File: src/pn_pkg.sv
// Shared types, sizes and byte codes of the path normalizer.
package pn_pkg;

   localparam int PATH_BYTES  = 64;
   localparam int MAX_DEPTH   = 32;
   localparam int QUEUE_DEPTH = 4;   // power of two, pointers wrap freely

   localparam int LEN_W  = $clog2(PATH_BYTES + 1);
   localparam int SUM_W  = LEN_W + 1;
   localparam int ADDR_W = $clog2(PATH_BYTES);
   localparam int DEP_W  = $clog2(MAX_DEPTH + 1);
   localparam int SIDX_W = (MAX_DEPTH > 1) ? $clog2(MAX_DEPTH) : 1;
   localparam int QIDX_W = $clog2(QUEUE_DEPTH);
   localparam int QCNT_W = QIDX_W + 1;

   typedef logic [LEN_W-1:0]  len_type;
   typedef logic [SUM_W-1:0]  sum_type;
   typedef logic [ADDR_W-1:0] addr_type;
   typedef logic [DEP_W-1:0]  dep_type;
   typedef logic [SIDX_W-1:0] sidx_type;

   localparam len_type PB_LEN   = LEN_W'(PATH_BYTES);
   localparam sum_type PB_SUM   = SUM_W'(PATH_BYTES);
   localparam dep_type MAXD_DEP = DEP_W'(MAX_DEPTH);
   localparam len_type LEN_ONE  = LEN_W'(1);

   localparam logic [7:0] CH_SLASH  = 8'h2F;
   localparam logic [7:0] CH_BSLASH = 8'h5C;
   localparam logic [7:0] CH_DOT    = 8'h2E;
   localparam logic [7:0] CH_NONE   = 8'h00;

   // one classified path byte in the queue
   typedef struct packed {
      logic       sep;
      logic [7:0] ch;
      logic       last;
   } item_type;

   // tag of a byte on its way out
   typedef struct packed {
      logic first;
      logic err;
      logic fin;
   } tag_type;

   typedef enum logic [1:0] {
      ST_IDLE,
      ST_POP,
      ST_FINISH,
      ST_EMIT
   } back_state_type;

endpackage

File: src/path_normalizer.sv
// Top level of the path normalizer: front queue plus back-end engine.
//
//   channel   direction  handshake             payload
//   req_      in         req_valid/req_stall   req_ch[7:0], req_last
//   rsp_      out        rsp_valid/rsp_stall   rsp_out_ch[7:0], rsp_error, rsp_final_res
//
// The back end takes one queued byte per cycle while idle; a ".." that pops the stack
// adds ST_POP for the stack memory read, and after the last byte ST_FINISH closes the
// path. Emission then streams out_len bytes at one per cycle while not stalled, from the
// buffer's read port, or one error item. A four-item queue accepts until full while the
// back end works. Reset is synchronous and clears all control state; buffer and stack
// contents need no clearing. Stalls on rsp_ hold the output register and the read stage.
module path_normalizer (
   input  logic       clock,
   input  logic       reset,
   input  logic       req_valid,
   output logic       req_stall,
   input  logic [7:0] req_ch,
   input  logic       req_last,
   output logic       rsp_valid,
   input  logic       rsp_stall,
   output logic [7:0] rsp_out_ch,
   output logic       rsp_error,
   output logic       rsp_final_res
);

   // queue head as seen by the back end
   logic              q_valid;
   logic              q_pop;
   pn_pkg::item_type  q_item;

   // front: separator classification and item queue
   pn_front u_front (
      .clock     (clock),
      .reset     (reset),
      .req_valid (req_valid),
      .req_ch    (req_ch),
      .req_last  (req_last),
      .req_stall (req_stall),
      .q_valid   (q_valid),
      .q_item    (q_item),
      .q_pop     (q_pop)
   );

   // back: component tracking, stack, buffer, emission
   pn_back u_back (
      .clock         (clock),
      .reset         (reset),
      .q_valid       (q_valid),
      .q_item        (q_item),
      .q_pop         (q_pop),
      .rsp_valid     (rsp_valid),
      .rsp_stall     (rsp_stall),
      .rsp_out_ch    (rsp_out_ch),
      .rsp_error     (rsp_error),
      .rsp_final_res (rsp_final_res)
   );

endmodule

File: src/pn_front.sv
// Front end: classifies incoming path bytes and queues them for the back end.
module pn_front (
   input  logic              clock,
   input  logic              reset,
   input  logic              req_valid,
   input  logic [7:0]        req_ch,
   input  logic              req_last,
   output logic              req_stall,
   output logic              q_valid,
   output pn_pkg::item_type  q_item,
   input  logic              q_pop
);

   pn_pkg::item_type                entries_ff [pn_pkg::QUEUE_DEPTH];
   logic [pn_pkg::QIDX_W-1:0]       wr_ptr_ff, wr_ptr_in;
   logic [pn_pkg::QIDX_W-1:0]       rd_ptr_ff, rd_ptr_in;
   logic [pn_pkg::QCNT_W-1:0]       count_ff, count_in;
   logic                            push;
   logic                            pop;
   pn_pkg::item_type                new_item;

   assign req_stall = (count_ff == pn_pkg::QCNT_W'(pn_pkg::QUEUE_DEPTH));
   assign push      = req_valid && !req_stall;
   assign q_valid   = (count_ff != '0);
   assign pop       = q_pop && q_valid;
   assign q_item    = entries_ff[rd_ptr_ff];

   always_comb begin
      new_item.sep  = (req_ch == pn_pkg::CH_SLASH) || (req_ch == pn_pkg::CH_BSLASH);
      new_item.ch   = req_ch;
      new_item.last = req_last;
      wr_ptr_in = push ? wr_ptr_ff + 1'b1 : wr_ptr_ff;
      rd_ptr_in = pop  ? rd_ptr_ff + 1'b1 : rd_ptr_ff;
      count_in  = count_ff;
      if (push && !pop) begin
         count_in = count_ff + 1'b1;
      end else if (pop && !push) begin
         count_in = count_ff - 1'b1;
      end
   end

   always_ff @(posedge clock) begin
      if (reset) begin
         wr_ptr_ff <= '0;
         rd_ptr_ff <= '0;
         count_ff  <= '0;
      end else begin
         wr_ptr_ff <= wr_ptr_in;
         rd_ptr_ff <= rd_ptr_in;
         count_ff  <= count_in;
      end
   end

   always_ff @(posedge clock) begin
      if (push) begin
         entries_ff[wr_ptr_ff] <= new_item;
      end
   end

endmodule

File: src/pn_back.sv
// Back end: component stack, output buffer and result emission.
module pn_back (
   input  logic              clock,
   input  logic              reset,
   input  logic              q_valid,
   input  pn_pkg::item_type  q_item,
   output logic              q_pop,
   output logic              rsp_valid,
   input  logic              rsp_stall,
   output logic [7:0]        rsp_out_ch,
   output logic              rsp_error,
   output logic              rsp_final_res
);

   logic [7:0]                buf_mem   [pn_pkg::PATH_BYTES];
   pn_pkg::len_type           stack_mem [pn_pkg::MAX_DEPTH];

   pn_pkg::back_state_type    state_ff, state_in;
   pn_pkg::len_type           out_len_ff, out_len_in;
   pn_pkg::len_type           comp_len_ff, comp_len_in;
   pn_pkg::len_type           comp_org_ff, comp_org_in;
   logic [1:0]                dots_ff, dots_in;
   pn_pkg::dep_type           depth_ff, depth_in;
   logic                      err_ff, err_in;
   logic                      last_ff, last_in;
   pn_pkg::len_type           k_ff, k_in;

   // read stage and output register
   logic                      st_valid_ff, st_valid_in;
   pn_pkg::tag_type           st_tag_ff;
   pn_pkg::tag_type           st_tag_in;
   logic [7:0]                rdata_ff;
   pn_pkg::len_type           stack_rd_ff;
   logic                      rsp_valid_ff, rsp_valid_in;
   logic [7:0]                rsp_ch_ff;
   logic                      rsp_err_ff;
   logic                      rsp_fin_ff;

   logic                      out_free;
   logic                      issue;
   logic                      ec_do;
   logic                      ap_do;
   logic                      buf_we;
   pn_pkg::addr_type          buf_addr;
   logic [7:0]                buf_data;
   logic                      stack_we;
   logic                      stack_re;
   pn_pkg::sidx_type          stack_addr;
   pn_pkg::len_type           stack_data;

   // end-of-component terms
   logic                      ec_drop;
   logic                      ec_dotdot;
   logic                      ec_root;
   logic                      ec_slash_over;
   pn_pkg::sum_type           ec_o1;
   pn_pkg::sum_type           ec_end;
   pn_pkg::dep_type           depth_dec;

   // append terms
   pn_pkg::len_type           ap_org;
   pn_pkg::sum_type           ap_pos;

   assign out_free = !rsp_valid_ff || !rsp_stall;

   always_comb begin
      ec_drop       = (comp_len_ff == '0) || ((comp_len_ff == pn_pkg::LEN_ONE) && dots_ff[0]);
      ec_dotdot     = (comp_len_ff == pn_pkg::LEN_W'(2)) && (dots_ff == 2'b11);
      ec_root       = !(out_len_ff > pn_pkg::LEN_ONE);
      ec_slash_over = !ec_root &&
                      ((pn_pkg::SUM_W'(out_len_ff) + pn_pkg::SUM_W'(1)) >= pn_pkg::PB_SUM);
      ec_o1         = ec_root ? pn_pkg::SUM_W'(out_len_ff)
                              : pn_pkg::SUM_W'(out_len_ff) + pn_pkg::SUM_W'(1);
      ec_end        = ec_o1 + pn_pkg::SUM_W'(comp_len_ff);
      depth_dec     = depth_ff - 1'b1;
      ap_org        = (comp_len_ff == '0) ? out_len_ff : comp_org_ff;
      ap_pos        = pn_pkg::SUM_W'(ap_org) +
                      pn_pkg::SUM_W'(ap_org > pn_pkg::LEN_ONE) +
                      pn_pkg::SUM_W'(comp_len_ff);
   end

   always_comb begin
      state_in    = state_ff;
      out_len_in  = out_len_ff;
      comp_len_in = comp_len_ff;
      comp_org_in = comp_org_ff;
      dots_in     = dots_ff;
      depth_in    = depth_ff;
      err_in      = err_ff;
      last_in     = last_ff;
      k_in        = k_ff;
      q_pop       = 1'b0;
      issue       = 1'b0;
      ec_do       = 1'b0;
      ap_do       = 1'b0;
      buf_we      = 1'b0;
      buf_addr    = '0;
      buf_data    = pn_pkg::CH_SLASH;
      stack_we    = 1'b0;
      stack_re    = 1'b0;
      stack_addr  = '0;
      stack_data  = '0;
      st_tag_in.first = (k_ff == '0);
      st_tag_in.err   = err_ff;
      st_tag_in.fin   = err_ff || ((k_ff + pn_pkg::LEN_ONE) == out_len_ff);

      unique case (state_ff)
         pn_pkg::ST_IDLE: begin
            if (q_valid) begin
               q_pop   = 1'b1;
               last_in = q_item.last;
               if (!err_ff) begin
                  if (q_item.sep) begin
                     ec_do = 1'b1;
                  end else begin
                     ap_do = 1'b1;
                  end
               end
               state_in = q_item.last ? pn_pkg::ST_FINISH : pn_pkg::ST_IDLE;
            end
         end
         pn_pkg::ST_POP: begin
            out_len_in = (stack_rd_ff == '0) ? pn_pkg::LEN_ONE : stack_rd_ff;
            state_in   = last_ff ? pn_pkg::ST_FINISH : pn_pkg::ST_IDLE;
         end
         pn_pkg::ST_FINISH: begin
            ec_do    = !err_ff;
            state_in = pn_pkg::ST_EMIT;
         end
         pn_pkg::ST_EMIT: begin
            issue = !st_valid_ff || out_free;
            if (issue) begin
               if (st_tag_in.fin) begin
                  // path done: back to the empty root state
                  out_len_in  = pn_pkg::LEN_ONE;
                  comp_len_in = '0;
                  comp_org_in = pn_pkg::LEN_ONE;
                  dots_in     = 2'b00;
                  depth_in    = '0;
                  err_in      = 1'b0;
                  last_in     = 1'b0;
                  k_in        = '0;
                  state_in    = pn_pkg::ST_IDLE;
               end else begin
                  k_in = k_ff + pn_pkg::LEN_ONE;
               end
            end
         end
         default: begin
            state_in = pn_pkg::ST_IDLE;
         end
      endcase

      if (ap_do) begin
         comp_org_in = ap_org;
         if (ap_pos < pn_pkg::PB_SUM) begin
            buf_we   = 1'b1;
            buf_addr = ap_pos[pn_pkg::ADDR_W-1:0];
            buf_data = q_item.ch;
         end
         if (q_item.ch == pn_pkg::CH_DOT) begin
            if (comp_len_ff == '0) begin
               dots_in = dots_ff | 2'b01;
            end else if (comp_len_ff == pn_pkg::LEN_ONE) begin
               dots_in = dots_ff | 2'b10;
            end
         end
         if (comp_len_ff < pn_pkg::PB_LEN) begin
            comp_len_in = comp_len_ff + pn_pkg::LEN_ONE;
         end
      end

      if (ec_do) begin
         comp_len_in = '0;
         dots_in     = 2'b00;
         priority if (ec_drop) begin
            // empty or "." component: nothing kept
         end else if (ec_dotdot) begin
            if (depth_ff != '0) begin
               depth_in   = depth_dec;
               stack_re   = 1'b1;
               stack_addr = depth_dec[pn_pkg::SIDX_W-1:0];
               state_in   = pn_pkg::ST_POP;
            end
         end else if (depth_ff >= pn_pkg::MAXD_DEP) begin
            err_in = 1'b1;
         end else if (ec_slash_over) begin
            err_in = 1'b1;
         end else begin
            if (!ec_root) begin
               buf_we   = 1'b1;
               buf_addr = out_len_ff[pn_pkg::ADDR_W-1:0];
               buf_data = pn_pkg::CH_SLASH;
            end
            stack_we   = 1'b1;
            stack_addr = depth_ff[pn_pkg::SIDX_W-1:0];
            stack_data = ec_root ? pn_pkg::LEN_ONE : out_len_ff;
            depth_in   = depth_ff + 1'b1;
            if (ec_end >= pn_pkg::PB_SUM) begin
               err_in = 1'b1;
            end else begin
               out_len_in = ec_end[pn_pkg::LEN_W-1:0];
            end
         end
      end

      st_valid_in  = issue || (st_valid_ff && !out_free);
      rsp_valid_in = out_free ? st_valid_ff : 1'b1;
   end

   always_ff @(posedge clock) begin
      if (reset) begin
         state_ff     <= pn_pkg::ST_IDLE;
         out_len_ff   <= pn_pkg::LEN_ONE;
         comp_len_ff  <= '0;
         comp_org_ff  <= pn_pkg::LEN_ONE;
         dots_ff      <= 2'b00;
         depth_ff     <= '0;
         err_ff       <= 1'b0;
         last_ff      <= 1'b0;
         k_ff         <= '0;
         st_valid_ff  <= 1'b0;
         rsp_valid_ff <= 1'b0;
      end else begin
         state_ff     <= state_in;
         out_len_ff   <= out_len_in;
         comp_len_ff  <= comp_len_in;
         comp_org_ff  <= comp_org_in;
         dots_ff      <= dots_in;
         depth_ff     <= depth_in;
         err_ff       <= err_in;
         last_ff      <= last_in;
         k_ff         <= k_in;
         st_valid_ff  <= st_valid_in;
         rsp_valid_ff <= rsp_valid_in;
      end
   end

   // output buffer: one write, one registered read
   always_ff @(posedge clock) begin
      if (buf_we) begin
         buf_mem[buf_addr] <= buf_data;
      end
      if (issue) begin
         rdata_ff  <= buf_mem[k_ff[pn_pkg::ADDR_W-1:0]];
         st_tag_ff <= st_tag_in;
      end
   end

   // component start stack
   always_ff @(posedge clock) begin
      if (stack_we) begin
         stack_mem[stack_addr] <= stack_data;
      end
      if (stack_re) begin
         stack_rd_ff <= stack_mem[stack_addr];
      end
   end

   always_ff @(posedge clock) begin
      if (out_free && st_valid_ff) begin
         rsp_ch_ff  <= st_tag_ff.err   ? pn_pkg::CH_NONE :
                       st_tag_ff.first ? pn_pkg::CH_SLASH : rdata_ff;
         rsp_err_ff <= st_tag_ff.err;
         rsp_fin_ff <= st_tag_ff.fin;
      end
   end

   assign rsp_valid     = rsp_valid_ff;
   assign rsp_out_ch    = rsp_ch_ff;
   assign rsp_error     = rsp_err_ff;
   assign rsp_final_res = rsp_fin_ff;

endmodule

File: config.mk
export PLATFORM = sky130hd
export DESIGN_NAME = path_normalizer
export DESIGN_NICKNAME = d
export VERILOG_FILES = /design/src/pn_pkg.sv /design/src/path_normalizer.sv /design/src/pn_front.sv /design/src/pn_back.sv
export SDC_FILE = /design/constraint.sdc
export NUM_CORES = 1
export LEC_CHECK = 0
export ABC_AREA = 1
export CORE_MARGIN = 2
export CORE_UTILIZATION = 40
export CTS_CLUSTER_SIZE = 24
export DETAILED_ROUTE_END_ITERATION = 8
export DONT_BUFFER_PORTS = 1
export PLACE_DENSITY = 0.56
export SYNTH_ARGS = -nofsm -noshare
export SYNTH_HDL_FRONTEND = slang
export SYNTH_SLANG_ARGS = --single-unit
File: constraint.sdc
create_clock -name clock -period 11.7 [get_ports clock]
set_clock_uncertainty 0.1 [all_clocks]
set_input_delay 3.51 -clock clock [delete_from_list [all_inputs] [get_ports clock]]
set_output_delay 3.51 -clock clock [all_outputs]
set_load 0.01 [all_outputs]
# Word-level counts from Yosys, hierarchy flattened

Memory sizes are Yosys's and may differ from the RTL's. A register that Yosys moved wholly into a read port is not among the register bits.
Cells that the tools add are included.

Flip-flop bits (word level): 62
Bits in writable memories: 776
Bits of input ports: 13
Output and inout bits: 12
Word-level logic and storage cells: 228
Memories kept: 3

Add/subtract/negate cells: 12
Order comparisons: 7
Equality and inequality tests: 16
Muxes and demuxes: 129
Reductions and logical operators: 39

Memory list:

| memory             | depth | bits a word | rd ports | clocked after memory_dff | wr ports | RTL line       | RTL |
|---|---|---|---|---|---|---|---|
| u_back.buf_mem     | 64    | 8           | 1        | 1                        | 1        | pn_back.sv:15  | `logic [7:0] buf_mem [pn_pkg::PATH_BYTES];` |
| u_back.stack_mem   | 32    | 7           | 1        | 1                        | 1        | pn_back.sv:16  | `pn_pkg::len_type stack_mem [pn_pkg::MAX_DEPTH];` |
| u_front.entries_ff | 4     | 10          | 1        | 1                        | 1        | pn_front.sv:14 | `pn_pkg::item_type entries_ff [pn_pkg::QUEUE_DEPTH];` |

Operator list:

| cell                                                                                 | number |
|---|---|
| 7-bit 2-to-1 mux                                                                     | 26 |
| 6-bit 2-to-1 mux                                                                     | 18 |
| 8-bit 2-to-1 mux                                                                     | 9 |
| 1-bit 2-to-1 mux                                                                     | 46 |
| 2-bit 2-to-1 mux                                                                     | 18 |
| 5-bit 2-to-1 mux                                                                     | 6 |
| 7-bit zero test                                                                      | 3 |
| 8-bit by 7-bit adder with 8-bit output                                               | 2 |
| 8-bit by 6-bit == test with 1-bit output (second input constant)                     | 2 |
| 8-bit by 7-bit greater-or-equal comparator with 1-bit output (second input constant) | 2 |
| 7-bit by 1-bit adder with 7-bit output (second input constant)                       | 2 |
| 7-bit by 1-bit > comparator with 1-bit output (second input constant)                | 2 |
| 7-bit case mux with 2 select lines                                                   | 1 |
| 2-bit nonzero test                                                                   | 5 |
| 1-bit logical AND                                                                    | 9 |
| 7-bit by 1-bit adder with 8-bit output                                               | 1 |
| 7-bit by 1-bit adder with 8-bit output (second input constant)                       | 1 |
| 8-bit by 7-bit == test with 1-bit output (second input constant)                     | 1 |
| 1-bit zero test                                                                      | 8 |
| 8-bit by 7-bit < comparator with 1-bit output (second input constant)                | 1 |
| 2-bit case mux with 4 select lines                                                   | 1 |
| 7-bit by 1-bit == test with 1-bit output (second input constant)                     | 1 |
| 7-bit by 2-bit == test with 1-bit output (second input constant)                     | 1 |
| 7-bit == test                                                                        | 1 |
| other kinds (24)                                                                     | 36 |

# Longest topological paths before layout

Gate-level depths: netlist of the first run.

Depth in word-level cells: 16
Mapped depth: 26

# Modules after synthesis

A second synthesis of the first run with hierarchy kept.

Cell total of the unflattened synthesis: 3040
Area, all modules: 35798.1 um2

By module, submodules not included:

| module   | instances | cells each | area each (um2) | sequential area each (um2) |
|---|---|---|---|---|
| pn_back  | 1         | 2863       | 33764.9         | 23782.8 |
| pn_front | 1         | 177        | 2033.2          | 1381.3 |

# Worst setup path after synthesis of the first run

OpenSTA, ideal clock, no wires.

Kind: reg2reg
From: register u_back.comp_len_ff[1]
To: memory u_back.buf_mem[0][4] (data pin)
Data arrival time: 4.568 ns
Required time: 11.100 ns
Slack: 6.532 ns
Stages on the path, launching flop included: 19
Clock period less this slack: 5.168 ns
Cells stage by stage: dfxtp_1 inv_1 ha_1 nand3_1 clkbuf_1 o21ai_0 nor4_1 nand2_1 fa_1 inv_1 fa_1 inv_1 nand3_1 nand2_1 nand2_1 a21oi_1 o21bai_1 nand4_2 nor2_1

Word-level cells in the longest chain between the ends: 14
Elaborated cells between the ends (all ways): 19

RTL lines:

| item                                          | RTL line                     | RTL |
|---|---|---|
| start: declaration                            | pn_back.sv:20                | `pn_pkg::len_type comp_len_ff, comp_len_in;` |
| start signal: assignment                      | pn_back.sv:227               | `comp_len_ff <= comp_len_in;` |
| 7-bit zero test                               | pn_back.sv:67, pn_back.sv:76 |  |
| 7-bit 2-to-1 mux                              | pn_back.sv:76                | `ap_org = (comp_len_ff == '0) ? out_len_ff : comp_org_ff;` |
| 7-bit by 1-bit > comparator with 1-bit output | pn_back.sv:78                | `pn_pkg::SUM_W'(ap_org > pn_pkg::LEN_ONE) +` |
| 7-bit by 1-bit adder with 8-bit output        | pn_back.sv:77                | `ap_pos = pn_pkg::SUM_W'(ap_org) +` |
| 8-bit by 7-bit adder with 8-bit output        | pn_back.sv:78                |  |
| 8-bit by 7-bit < comparator with 1-bit output | pn_back.sv:156               | `if (ap_pos < pn_pkg::PB_SUM) begin` |
| 8-bit 2-to-1 mux                              | pn_back.sv:156               |  |
| 8-bit 2-to-1 mux                              | pn_back.sv:154               | `if (ap_do) begin` |
| 8-bit 2-to-1 mux                              | pn_back.sv:190               | `if (!ec_root) begin` |
| 8-bit 2-to-1 mux                              | pn_back.sv:187               | `end else if (ec_slash_over) begin` |
| 8-bit 2-to-1 mux                              | pn_back.sv:185               | `end else if (depth_ff >= pn_pkg::MAXD_DEP) begin` |
| 8-bit 2-to-1 mux                              | pn_back.sv:178               | `end else if (ec_dotdot) begin` |
| 8-bit 2-to-1 mux                              | pn_back.sv:176               | `priority if (ec_drop) begin` |
| 8-bit 2-to-1 mux (*)                          | pn_back.sv:173               | `if (ec_do) begin` |
| net u_back.buf_data[4]                        | pn_back.sv:45                | `logic [7:0] buf_data;` |
| end: declaration                              | pn_back.sv:15                |  |

Mark *: on every way through the listed nets, which the timed path passes. The rest lies on a longest branch.

# Final worst setup path of the first run

From: register u_back.comp_len_ff[1]
To: memory u_back.buf_mem[5][2] (enable)

Word-level cells in the longest chain between the ends: 16
Elaborated cells between the ends (all ways): 29

RTL lines:

| item                                          | RTL line                     | RTL |
|---|---|---|
| 7-bit zero test                               | pn_back.sv:67, pn_back.sv:76 |  |
| 7-bit 2-to-1 mux                              | pn_back.sv:76                |  |
| 7-bit by 1-bit > comparator with 1-bit output | pn_back.sv:78                |  |
| 7-bit by 1-bit adder with 8-bit output        | pn_back.sv:77                |  |
| 8-bit by 7-bit adder with 8-bit output        | pn_back.sv:78                |  |
| 8-bit by 7-bit < comparator with 1-bit output | pn_back.sv:156               |  |
| 1-bit 2-to-1 mux                              | pn_back.sv:156               |  |
| 1-bit 2-to-1 mux                              | pn_back.sv:154               |  |
| 1-bit 2-to-1 mux                              | pn_back.sv:190               |  |
| 1-bit 2-to-1 mux                              | pn_back.sv:187               |  |
| 1-bit 2-to-1 mux                              | pn_back.sv:185               |  |
| 1-bit 2-to-1 mux                              | pn_back.sv:178               |  |
| 1-bit 2-to-1 mux                              | pn_back.sv:176               |  |
| 1-bit 2-to-1 mux                              | pn_back.sv:173               |  |
| 1-bit 2-to-1 mux                              | pn_back.sv:241               | `if (buf_we) begin` |
| 1-bit 2-to-1 mux (implied by the code)        | pn_back.sv:242               | `buf_mem[buf_addr] <= buf_data;` |

Parallel ways exist; a longest one is shown, timed or not.

==> results.md, run 1 <==
* Status: completed
* Final ANT Viol Nets at 0
* Synth Net Count at 3151
* Placer Congestion at 0.895
* Avg Inst Size Synth at 11.5 µm²
* Area of the multi-input gates at 9580 µm²
* Overall Power at 8080 µW
* # nets final at 3118
* Row count at 109
* Port Buffers at 0
* CTS tree: yes
* RSZ-0062 raised after global routing: no
* Fillers at 8023
* Sequential cell area at 25200 µm²
* Crit. End Element: flip-flop
* Final hold vios at 0
* Clk_lat worst skew at 0.67 ns
* Worst r2r src: u_back.comp_len_ff[1]$_SDFF_PP0_
* Total track usage at 21.2%
* Post-cts hold buffer count at 0
* Layout cells sized above 1 at 7.07%
* Die Area at 91700 µm²
* FFs w/ async S/R, synth at 0%
* Ys flop type: edfxtp_1
* Most frequent cells in the layout: edfxtp_1, nand2_1, nor2_1
* Cts bufs inserted at 91
* Worst EP required at 11.85 ns
* Vias per cell at 5.59
* Actual slew at the worst max-slew pin at 1.15 ns
* Maxcap violations at 0
* H-tree Lvls at 3
* Initial antenna violation count at 1
* Setup violators final at 0
* Synthesized netlist cell count at 3104
* DR pass1 iterations at 6
* Commonest non-fill, non-tap cell in the layout: edfxtp_1
* Via count at 24.1k
* Power density over the cells at 203 nW/µm²
* Reg2reg path depth at 21
* Worst min path class: reg2reg
* WL/cell at 22.7 µm
* Clock-pin slew on the worst setup and hold paths at 0.06 ns
* Cell Count Post-Placement at 4143
* Yosys reg bits at 855
* Design area at 39800 µm²
* Clk Tree Root Cell: clkbuf_16
* Crit path DAT at 6.48 ns
* Drt initial violations at 2615
* Hpwl dp at 58100 µm
* Crit. Startpoint: u_back.comp_len_ff[1]$_SDFF_PP0_
* Remaining Overflow, GRT at 0
* Clk sinks at 855
* Layout Cells excl Fill at 4309
* Post-Syn Area at 35700 µm²
* Fmax at 158 MHz
* CP startpoint kind: flip-flop
* Max Transition Viols Final at 0
* DRC at 0
* Sequential cell area fraction in the yosys report at 70.5%
* Post-layout minimum cycle time at 6.33 ns
* Setup TNS at 0 ns
* IO Pins at 25
* Max_slew headroom at 21.0%
* Min-Delay Path Depth at 2
* P_leak at 0.0136 µW
* Die Span X at 303 µm
* P&R area growth vs syn at 11.5%
* Top cells by area, synth: edfxtp_1, nand2_1, nor2_1, o21ai_0, dfxtp_1
* Synth cell types at 55
* Synth warnings at 0
* Fin crit share at 54.1%
* CORE AREA at 88400 µm²
* Die height at 303 µm
* Max VDD drop at 161 µV
* Setup Crit Path Kind: reg2reg
* # Post-CTS Setup Buffers at 0
* Area after DPL at 36900 µm²
* Leading area contributor after synthesis: edfxtp_1
* Number of global-route vias before repair at 23.1k
* First-pass GRT wire length at 146000 µm
* Post-synth EDFFs at 804
* CP max FO at 17
* Total routed wirelength at 97700 µm
* Pin count of the biggest net entering global routing at 221
* Hold_sp: u_back.comp_org_ff[3]$_SDFFE_PP0P_
* CTS resizes at 0
* Post-synth top area share at 67.6%
* Clock buffer depth at 3
* Initial core utilization at 40.4%
where the power goes:
part / total (µW) / switching (µW) / internal (µW)
sequential: 3830 / 74.1 / 3750
clock: 2860 / 1210 / 1650
combinational: 1400 / 1130 / 264
state kept, by name (all words and copies together) (netlist names), 2 cells and up, named ones only:
signal              count
u_back.comp_len_ff      7
u_back.k_ff             7
u_back.st_tag_ff        3
u_front.wr_ptr_ff       2
u_front.count_ff        3
u_back.stack_mem      224
u_back.rdata_ff         8
u_back.dots_ff          2
u_back.out_len_ff       7
u_back.comp_org_ff      7
u_back.rsp_out_ch       8
u_front.rd_ptr_ff       2
u_front.entries_ff     40
u_back.state_ff         2
u_back.buf_mem        512
u_back.depth_ff         6
u_back.stack_rd_ff      7
metal layers:
metal | up-vias | GRT usage, % | routed length, µm
met5 | - | 0 | 11
met4 | 2 | 7.07 | 2930
met3 | 173 | 3.33 | 6940
met2 | 1019 | 34.0 | 45700
met1 | 11900 | 29.5 | 42100
li1 | 11000 | - | -
stage by stage:
step / setup WS (ns) / utilization [%] / hold WS (ns)
5_1_grt: 4.89 / 45.1 / 0.371
4_1_cts: 5.33 / 45.1 / 0.356
3_5_place_dp: 5.38 / 41.7 / 0.348
2_1_floorplan: 6.53 / - / 0.300
3_3_place_gp: 5.46 / 41.7 / 0.346
6_report: 5.37 / 45.1 / 0.359
logic make-up (layout without fill, tap and decap cells):
| family | Yosys count | in the layout | synth area share [%] |
|---|---|---|---|
| and+or+nand+nor | 1276 | 1276 | 14.4 |
| AOI/OAI and AO/OA | 651 | 651 | 10.4 |
| xor gates and xnor gates | 21 | 21 | 0.515 |
| adders and majority gates | 34 | 34 | 1.28 |
| DFF | 855 | 855 | 70.5 |
| other | 0 | 2 | 0 |
| muxes | 1 | 1 | 0.0280 |
| buffers and inverters | 266 | 304 | 2.89 |
worst max-delay path, cell delays in order, from the launching register on:
cell	delay (ns)
dfxtp_1	0.51
inv_1	0.16
ha_1	0.23
nand3_1	0.46
o21ai_0	0.26
nor4_1	0.36
nand2_1	0.12
fa_1	0.41
inv_1	0.09
fa_1	0.20
inv_1	0.07
nand3_1	0.07
nand2_1	0.07
nand2_1	0.08
a21oi_1	0.09
o21bai_1	0.22
nand4_2	0.33
inv_1	0.44
a21oi_1	0.17
nor2_1	0.17
nand2_1	0.56
nor2_1	0.72
Yosys cell counts (5+ instances only):
cell,instances
edfxtp_1,804
nand2_1,632
nor2_1,487
o21ai_0,337
o22ai_1,126
clkbuf_1,114
inv_1,100
a21oi_1,99
nand3_1,82
dfxtp_1,51
o221ai_1,31
ha_1,30
buf_2,26
xor2_1,19
nand4_1,16
o211ai_1,13
nor3_1,12
o21ai_1,11
buf_1,10
inv_2,10
nand2_2,8
nor2_2,7
nor4_1,6
or2_2,6
clkinv_1,5
nand3_2,5
o21bai_1,5
cell type report:
type                    instances  share of cell area [%]
clock buffers                 117                    5.99
multi-input cells            1983                    24.1
flip-flops and latches        855                    63.2
well taps                    1165                    3.66
inverters                     116                    1.11
diodes                          2                  0.0126
clock inverters                47                    1.43
repair buffers                 24                   0.515
final timing paths:
path | endpoint | slack (ns)
setup / recovery | u_back.buf_mem[5][2]$_DFFE_PP_ | 5.37
setup reg to reg | u_back.buf_mem[5][2]$_DFFE_PP_ | 5.37
hold reg to reg | u_back.comp_org_ff[3]$_SDFFE_PP0P_ | 0.36
hold / removal | u_back.comp_org_ff[3]$_SDFFE_PP0P_ | 0.36
Note: power is estimated with default switching activity, not from simulation.
==> inputs of run 2 (changes only) <==
PLACE_DENSITY = 0.58   (was 0.56)
clock period = 5.1 ns   (was 11.7 ns; I/O delays follow)
==> run 2 against run 1 <==
Register-to-register slack got worse by 5.0 ns. Wire length fell by 1.4%. Combinational power is 140% higher. Sequential power is 130% higher. Non-clock buffer count grew 97. Global-route usage shrank 0.33 points. Power up 130%. Hold slack got worse by 0.024 ns. Clock-buffer cell count fell by 5.
==> results.md, run 2 (synthesis gave the netlist of run 1 again) <==
* Crit path cell chain: inv_1 -> ha_1 -> nand3_4 -> nand2_1 -> o21ai_0 -> nor4_1 -> nand2_1 -> fa_1 -> inv_1 -> fa_1 -> inv_1 -> nand3_1 -> nand2_1 -> nand2_1 -> a21oi_1 -> o21bai_1 -> nand4_2 -> inv_1 -> o21ai_1 -> o21ai_2 -> nand3_2 -> nor2_2
* Max Transition Viols Final at 0 (unchanged)
* Clk_lat worst skew at 0.65 ns (-0.02 ns)
* Max incr delay on CP at 0.48 ns (-0.24 ns)
* Max VDD drop at 459 µV (+180%)
* Number of global-route vias before repair at 23.2k (+0.41%)
* Met2 Track Usage GR at 33.6% (-0.41 points)
* Die height at 303 µm (unchanged)
* Max reg flops at 512 (unchanged)
* Worst EP required at 5.28 ns (-6.57 ns)
* CP startpoint kind: flip-flop
* Total track usage at 20.9% (-0.33 points)
* Pin count of the biggest net entering global routing at 181 (-18%)
* Fmax at 211 MHz (+34%)
* First-pass GRT wire length at 144000 µm (-1.3%)
* Reg2reg setup slack at 0.37 ns (-5.00 ns)
* # Post-CTS Setup Buffers at 0 (unchanged)
* Initial core utilization at 40.4% (unchanged)
* Layout cells sized above 1 at 10.8% (+3.7 points)
* Design area at 40600 µm² (+2.0%)
* Final ANT Viol Nets at 0 (unchanged)
* Crit. End Element: flip-flop
* Setup Crit Path Kind: reg2reg
* Actual slew at the worst max-slew pin at 0.995 ns (-0.160 ns)
* Remaining Overflow, GRT at 0 (unchanged)
* Clock-pin slew on the worst setup and hold paths at 0.06 ns (about the same)
* Port Buffers at 0 (unchanged)
* DP Worst Slack at 0.0836 ns (-5.30 ns)
* Grt met1 use at 28.8% (-0.76 points)
* Via count at 24.1k (+0.17%)
* CTS tree: yes
* Cts bufs inserted at 90 (-1.1%)
* Cell Count Post-Placement at 4240 (+2.3%)
* Clk Tree Root Cell: clkbuf_16
* Worst path top cell family by delay: simple AND/OR/NAND/NOR gates
* # nets final at 3214 (+3.1%)
* Row count at 109 (unchanged)
* Setup violators final at 0 (unchanged)
* Final hold vios at 0 (unchanged)
* Layout Cells excl Fill at 4405 (+2.2%)
* Clk sinks at 855 (unchanged)
* Maxcap violations at 0 (unchanged)
* Min-Delay Path Depth at 0 (-2)
* Die Area at 91700 µm² (unchanged)
* Area after DPL at 37600 µm² (+2.0%)
* Crit path depth at 22 (+4.8%)
* Worst path buffer plus inverter count at 4 (unchanged)
* Die Span X at 303 µm (unchanged)
* Placer Congestion at 0.853 (-4.6%)
* Setup TNS at 0 ns (unchanged)
* Slowest stage cell, crit path: nor2_2
* Most frequent cells in the layout: edfxtp_1, nand2_1, nor2_1
* Met3 Use GR at 3.98% (+0.65 points)
* P_leak at 0.0142 µW (+3.9%)
* Post-cts hold buffer count at 0 (unchanged)
* Reg2reg path depth at 22 (+4.8%)
* Power density over the cells at 457 nW/µm² (+130%)
* Initial antenna violation count at 1 (unchanged)
* Final WS setup at 0.371 ns (-5.00 ns)
* Top Usage Layer GRT: met2
* Status: completed
* H-tree Lvls at 3 (unchanged)
* WL/cell at 21.9 µm (-3.5%)
* Drt initial violations at 2542 (-2.8%)
* Total routed wirelength at 96300 µm (-1.4%)
* DRC at 0 (unchanged)
* Crit path DAT at 4.91 ns (-1.57 ns)
* RR Endpoint: u_back.buf_mem[42][0]$_DFFE_PP_
* Worst min path class: reg2reg
* Worst Setup EP: u_back.buf_mem[42][0]$_DFFE_PP_
* Most flops, register: u_back.buf_mem
* Vias per cell at 5.48 (-2.0%)
* P&R area growth vs syn at 13.8%
* RSZ-0062 raised after global routing: yes
* CORE AREA at 88400 µm² (unchanged)
* Biggest regs: u_back.buf_mem x512, u_back.stack_mem x224, u_front.entries_ff x40
* Max_slew headroom at 33.7% (+13 points)
* Commonest non-fill, non-tap cell in the layout: edfxtp_1
* Clock buffer depth at 3 (unchanged)
* Hpwl dp at 58200 µm (+0.15%)
* Hold_sp: u_back.st_tag_ff[0]$_DFFE_PP_
* IO Pins at 25 (unchanged)
* Post-layout minimum cycle time at 4.73 ns (-1.60 ns)
* Crit. Startpoint: u_back.comp_len_ff[1]$_SDFF_PP0_
* Fin crit share at 92.7% (+39 points)
* CP max FO at 14 (-3)
* DR pass1 iterations at 6 (unchanged)
* Worst r2r src: u_back.comp_len_ff[1]$_SDFF_PP0_
run 2: cell count changes in the layout (fill, tap and decap cells not counted), sizes merged:
cell / delta
buf: +97
clkinv: +12
clkbuf: -5
clkinvlp: -3
inv: -3
bufinv: -1
diode: -1
run 2: what timing repair did:
action,in CTS,in global routing
hold endpoints to repair,0,0
endpoints found under the setup margin,0,539
resized for setup,0,30
run 2: how the worst min path moves through the flow:
stage | end | slack [ns]
finish | u_back.rsp_final_res$_DFFE_PP_ | 0.33
global route | u_back.rsp_final_res$_DFFE_PP_ | 0.36
CTS | u_back.rsp_final_res$_DFFE_PP_ | 0.34
detailed placement | u_back.rsp_final_res$_DFFE_PP_ | 0.31
global placement | u_back.rsp_final_res$_DFFE_PP_ | 0.32
floorplan | u_back.rsp_final_res$_DFFE_PP_ | 0.30
run 2: per-layer routing:
layer | up-vias | routed length (µm)
met1 | 11800 | 41700
met4 | 0 | 2630
met2 | 985 | 44700
li1 | 11200 | -
met3 | 165 | 7350
met5 | - | 0
run 2: power by group:
group / internal [µW] / switching [µW]
Clock: 3760 / 2750
Combinational: 772 / 2580
Sequential: 8590 / 134
run 2: worst register-to-register path, delay by kind of cell, from the launching register on:
kind | cells | cell delay (ns)
simple gates | 10 | 1.96
flops | 1 | 0.31
compound gates | 5 | 0.73
buf+inv | 4 | 0.41
fa+ha+maj | 3 | 0.87
run 2: final cells by class:
class,instances,area [µm²]
fill,8090,47700
multi-input combinational,1983,9650
sequential,855,25200
clock inverter,52,551
antenna,1,2.50
clock buffer,112,2390
tap,1165,1460
timing repair buffer,121,958
inverter,116,444
run 2: per-stage QoR:
step	total power, µW	hold WS [ns]	util, %
2_1_floorplan	10600	0.300	-
3_3_place_gp	12100	0.319	42.5
3_5_place_dp	12100	0.314	42.5
4_1_cts	18600	0.341	45.9
5_1_grt	19300	0.361	46.0
6_report	18600	0.334	46.0
==> inputs of run 3 (changes only) <==
PLACE_DENSITY = 0.56   (was 0.58)
clock period = 4.95 ns   (was 5.1 ns; I/O delays follow)
==> run 3 against run 2 <==
Sequential share of layout area decreased by 0.38 points. Highest routed layer is now met5. Non-clock buffer count rose by 24. Global-route usage increased by 0.62 points. Setup slack lost 0.018 ns.
==> results.md, run 3 (synthesis gave the netlist of run 1 again) <==
* Fillers at 7939 (-1.9%)
* Setup violators final at 0 (unchanged)
* Actual slew at the worst max-slew pin at 1.15 ns (+0.158 ns)
* Die Area at 91700 µm² (unchanged)
* P&R area growth vs syn at 14.5%
* Via count at 24.6k (+1.8%)
* Row count at 109 (unchanged)
* IO Pins at 25 (unchanged)
* Die Span X at 303 µm (unchanged)
* Vias per cell at 5.56 (+1.4%)
* Clk_lat worst skew at 0.66 ns (about the same)
* Status: completed
* Reg2reg setup slack at 0.35 ns (-0.02 ns)
* Worst min path class: reg2reg
* Worst EP required at 5.21 ns (-0.07 ns)
* Layout cells sized above 1 at 10.8% (+0.022 points)
* Initial antenna violation count at 2 (+1)
* Max_slew headroom at 21.2% (-12 points)
* Placer Congestion at 0.917 (+7.4%)
* CP max FO at 8 (-6)
* Crit path DAT at 4.85 ns (-0.06 ns)
* DR pass1 iterations at 6 (unchanged)
* Power density over the cells at 476 nW/µm² (+4.0%)
* Max Transition Viols Final at 0 (unchanged)
* # diodes at 0 (-1)
* RSZ-0062 raised after global routing: yes
* Slowest stage cell, crit path: fa_1
* DRC at 0 (unchanged)
* Maxcap violations at 0 (unchanged)
* Crit. End Element: flip-flop
* Worst path buffer plus inverter count at 4 (unchanged)
* WL/cell at 22.4 µm (+2.5%)
* Most flops, register: u_back.buf_mem
* Clk sinks at 855 (unchanged)
* First-pass GRT wire length at 148000 µm (+2.8%)
* Die height at 303 µm (unchanged)
* Fin crit share at 92.9% (+0.14 points)
* Biggest regs: u_back.buf_mem x512, u_back.stack_mem x224, u_front.entries_ff x40
* Remaining Overflow, GRT at 0 (unchanged)
* Design area at 40900 µm² (+0.62%)
* Hpwl dp at 60500 µm (+3.9%)
* Pin count of the biggest net entering global routing at 152 (-16%)
* Max reg flops at 512 (unchanged)
* Most frequent cells in the layout: edfxtp_1, nand2_1, nor2_1
* Post-layout minimum cycle time at 4.60 ns (-0.132 ns)
* Max incr delay on CP at 0.43 ns (-0.05 ns)
* Post-cts hold buffer count at 0 (unchanged)
* Cts bufs inserted at 88 (-2.2%)
* Total routed wirelength at 99200 µm (+3.0%)
* Commonest non-fill, non-tap cell in the layout: edfxtp_1
* Drt initial violations at 2805 (+10%)
* Area after DPL at 37800 µm² (+0.64%)
* Sequential cell area at 25200 µm² (about the same)
* Clk Tree Root Cell: clkbuf_16
* Clock buffer depth at 3 (unchanged)
* Most numerous cell on the critical path: nand2_1
* CP startpoint kind: flip-flop
* P_leak at 0.0143 µW (+1.4%)
* Max VDD drop at 704 µV (+53%)
* CORE AREA at 88400 µm² (unchanged)
* Setup Crit Path Kind: reg2reg
* Final hold vios at 0 (unchanged)
* Total track usage at 21.5% (+0.62 points)
* Cell Count Post-Placement at 4262 (+0.52%)
* Area of the multi-input gates at 9610 µm² (-0.40%)
* Clock-pin slew on the worst setup and hold paths at 0.06 ns (about the same)
* H-tree Lvls at 3 (unchanged)
* Setup TNS at 0 ns (unchanged)
* Initial core utilization at 40.4% (unchanged)
* Worst path top cell family by delay: simple AND/OR/NAND/NOR gates
* Layout Cells excl Fill at 4425 (+0.45%)
* # nets final at 3237 (+0.72%)
* Final ANT Viol Nets at 0 (unchanged)
* Fmax at 218 MHz (+2.9%)
* Number of global-route vias before repair at 23.9k (+2.9%)
* Port Buffers at 0 (unchanged)
* CTS tree: yes
* Crit path cell chain: nor3_4 -> nand3_4 -> nand2_1 -> o21ai_0 -> nor4_1 -> nand2_1 -> fa_1 -> inv_1 -> fa_1 -> inv_1 -> nand3_1 -> nand2_1 -> nand2_1 -> a21oi_1 -> o21bai_1 -> nand4_2 -> inv_1 -> o21ai_1 -> o21ai_2 -> nand3_2 -> nor2_1 -> buf_4
==> run 3: cell count changes in the layout (fill, tap and decap cells not counted), moves of 3 or more <==
cell,change
buf_12,+6
buf_4,+18
bufinv_16,+5
clkbuf_1,+3
clkbuf_8,-5
clkinv_2,-8
nand2_2,-3
nor2_1,+17
nor2_2,-13
nor2_4,-4
==> run 3: worst register-to-register path: cells and delay by family (launching register included) <==
kind / cells / cell delay, ns
and+or+nand+nor: 11 / 2.00
AOI/OAI and AO/OA: 5 / 0.75
adders and majority gates: 2 / 0.61
buffers and inverters: 4 / 0.47
DFF: 1 / 0.36
==> run 3: metrics by stage <==
step	setup WS (ns)	power, µW	util (%)	hold slack [ns]
final	0.353	19500	46.3	0.318
after global routing	-0.0509	20200	46.3	0.330
after CTS	0.105	19500	46.2	0.319
after detailed placement	0.152	12700	42.8	0.306
after global placement	0.208	12700	42.8	0.318
after floorplan	-0.218	10900	-	0.300
==> run 3: path summary, 6_finish.rpt <==
path / end / start / depth (start not counted)
hold reg to reg: u_back.rsp_final_res$_DFFE_PP_ / u_back.st_tag_ff[0]$_DFFE_PP_ / 0
setup reg to reg: u_back.buf_mem[58][1]$_DFFE_PP_ / u_back.comp_len_ff[6]$_SDFF_PP0_ / 22
hold / removal: u_back.rsp_final_res$_DFFE_PP_ / u_back.st_tag_ff[0]$_DFFE_PP_ / 0
setup / recovery: u_back.buf_mem[58][1]$_DFFE_PP_ / u_back.comp_len_ff[6]$_SDFF_PP0_ / 22
==> run 3: power by group <==
| group | internal (µW) | switching [µW] |
|---|---|---|
| logic | 863 | 2720 |
| clock network | 4070 | 2800 |
| registers | 8840 | 164 |
| total | 13800 | 5680 |
==> run 3: repair_timing <==
item                       in CTS  in global routing
gates resized for setup         0                 13
setup endpoints to repair       0                512
setup buffers                   0                  2
==> run 3: cell type report <==
| cell class | count | share of cell area [%] |
|---|---|---|
| inverter | 116 | 1.08 |
| clock buffer | 111 | 5.78 |
| timing repair buffer | 145 | 2.97 |
| tap | 1165 | 3.57 |
| sequential | 855 | 61.6 |
| multi-input combinational | 1984 | 23.5 |
| clock inverter | 49 | 1.52 |
==> run 3: per-layer routing <==
metal	vias up	GRT usage, %	routed length [µm]
met1	12100	29.9	42400
met2	1062	34.3	46100
met3	195	3.15	7340
met5	-	0	13
li1	11200	-	-
met4	2	7.99	3340
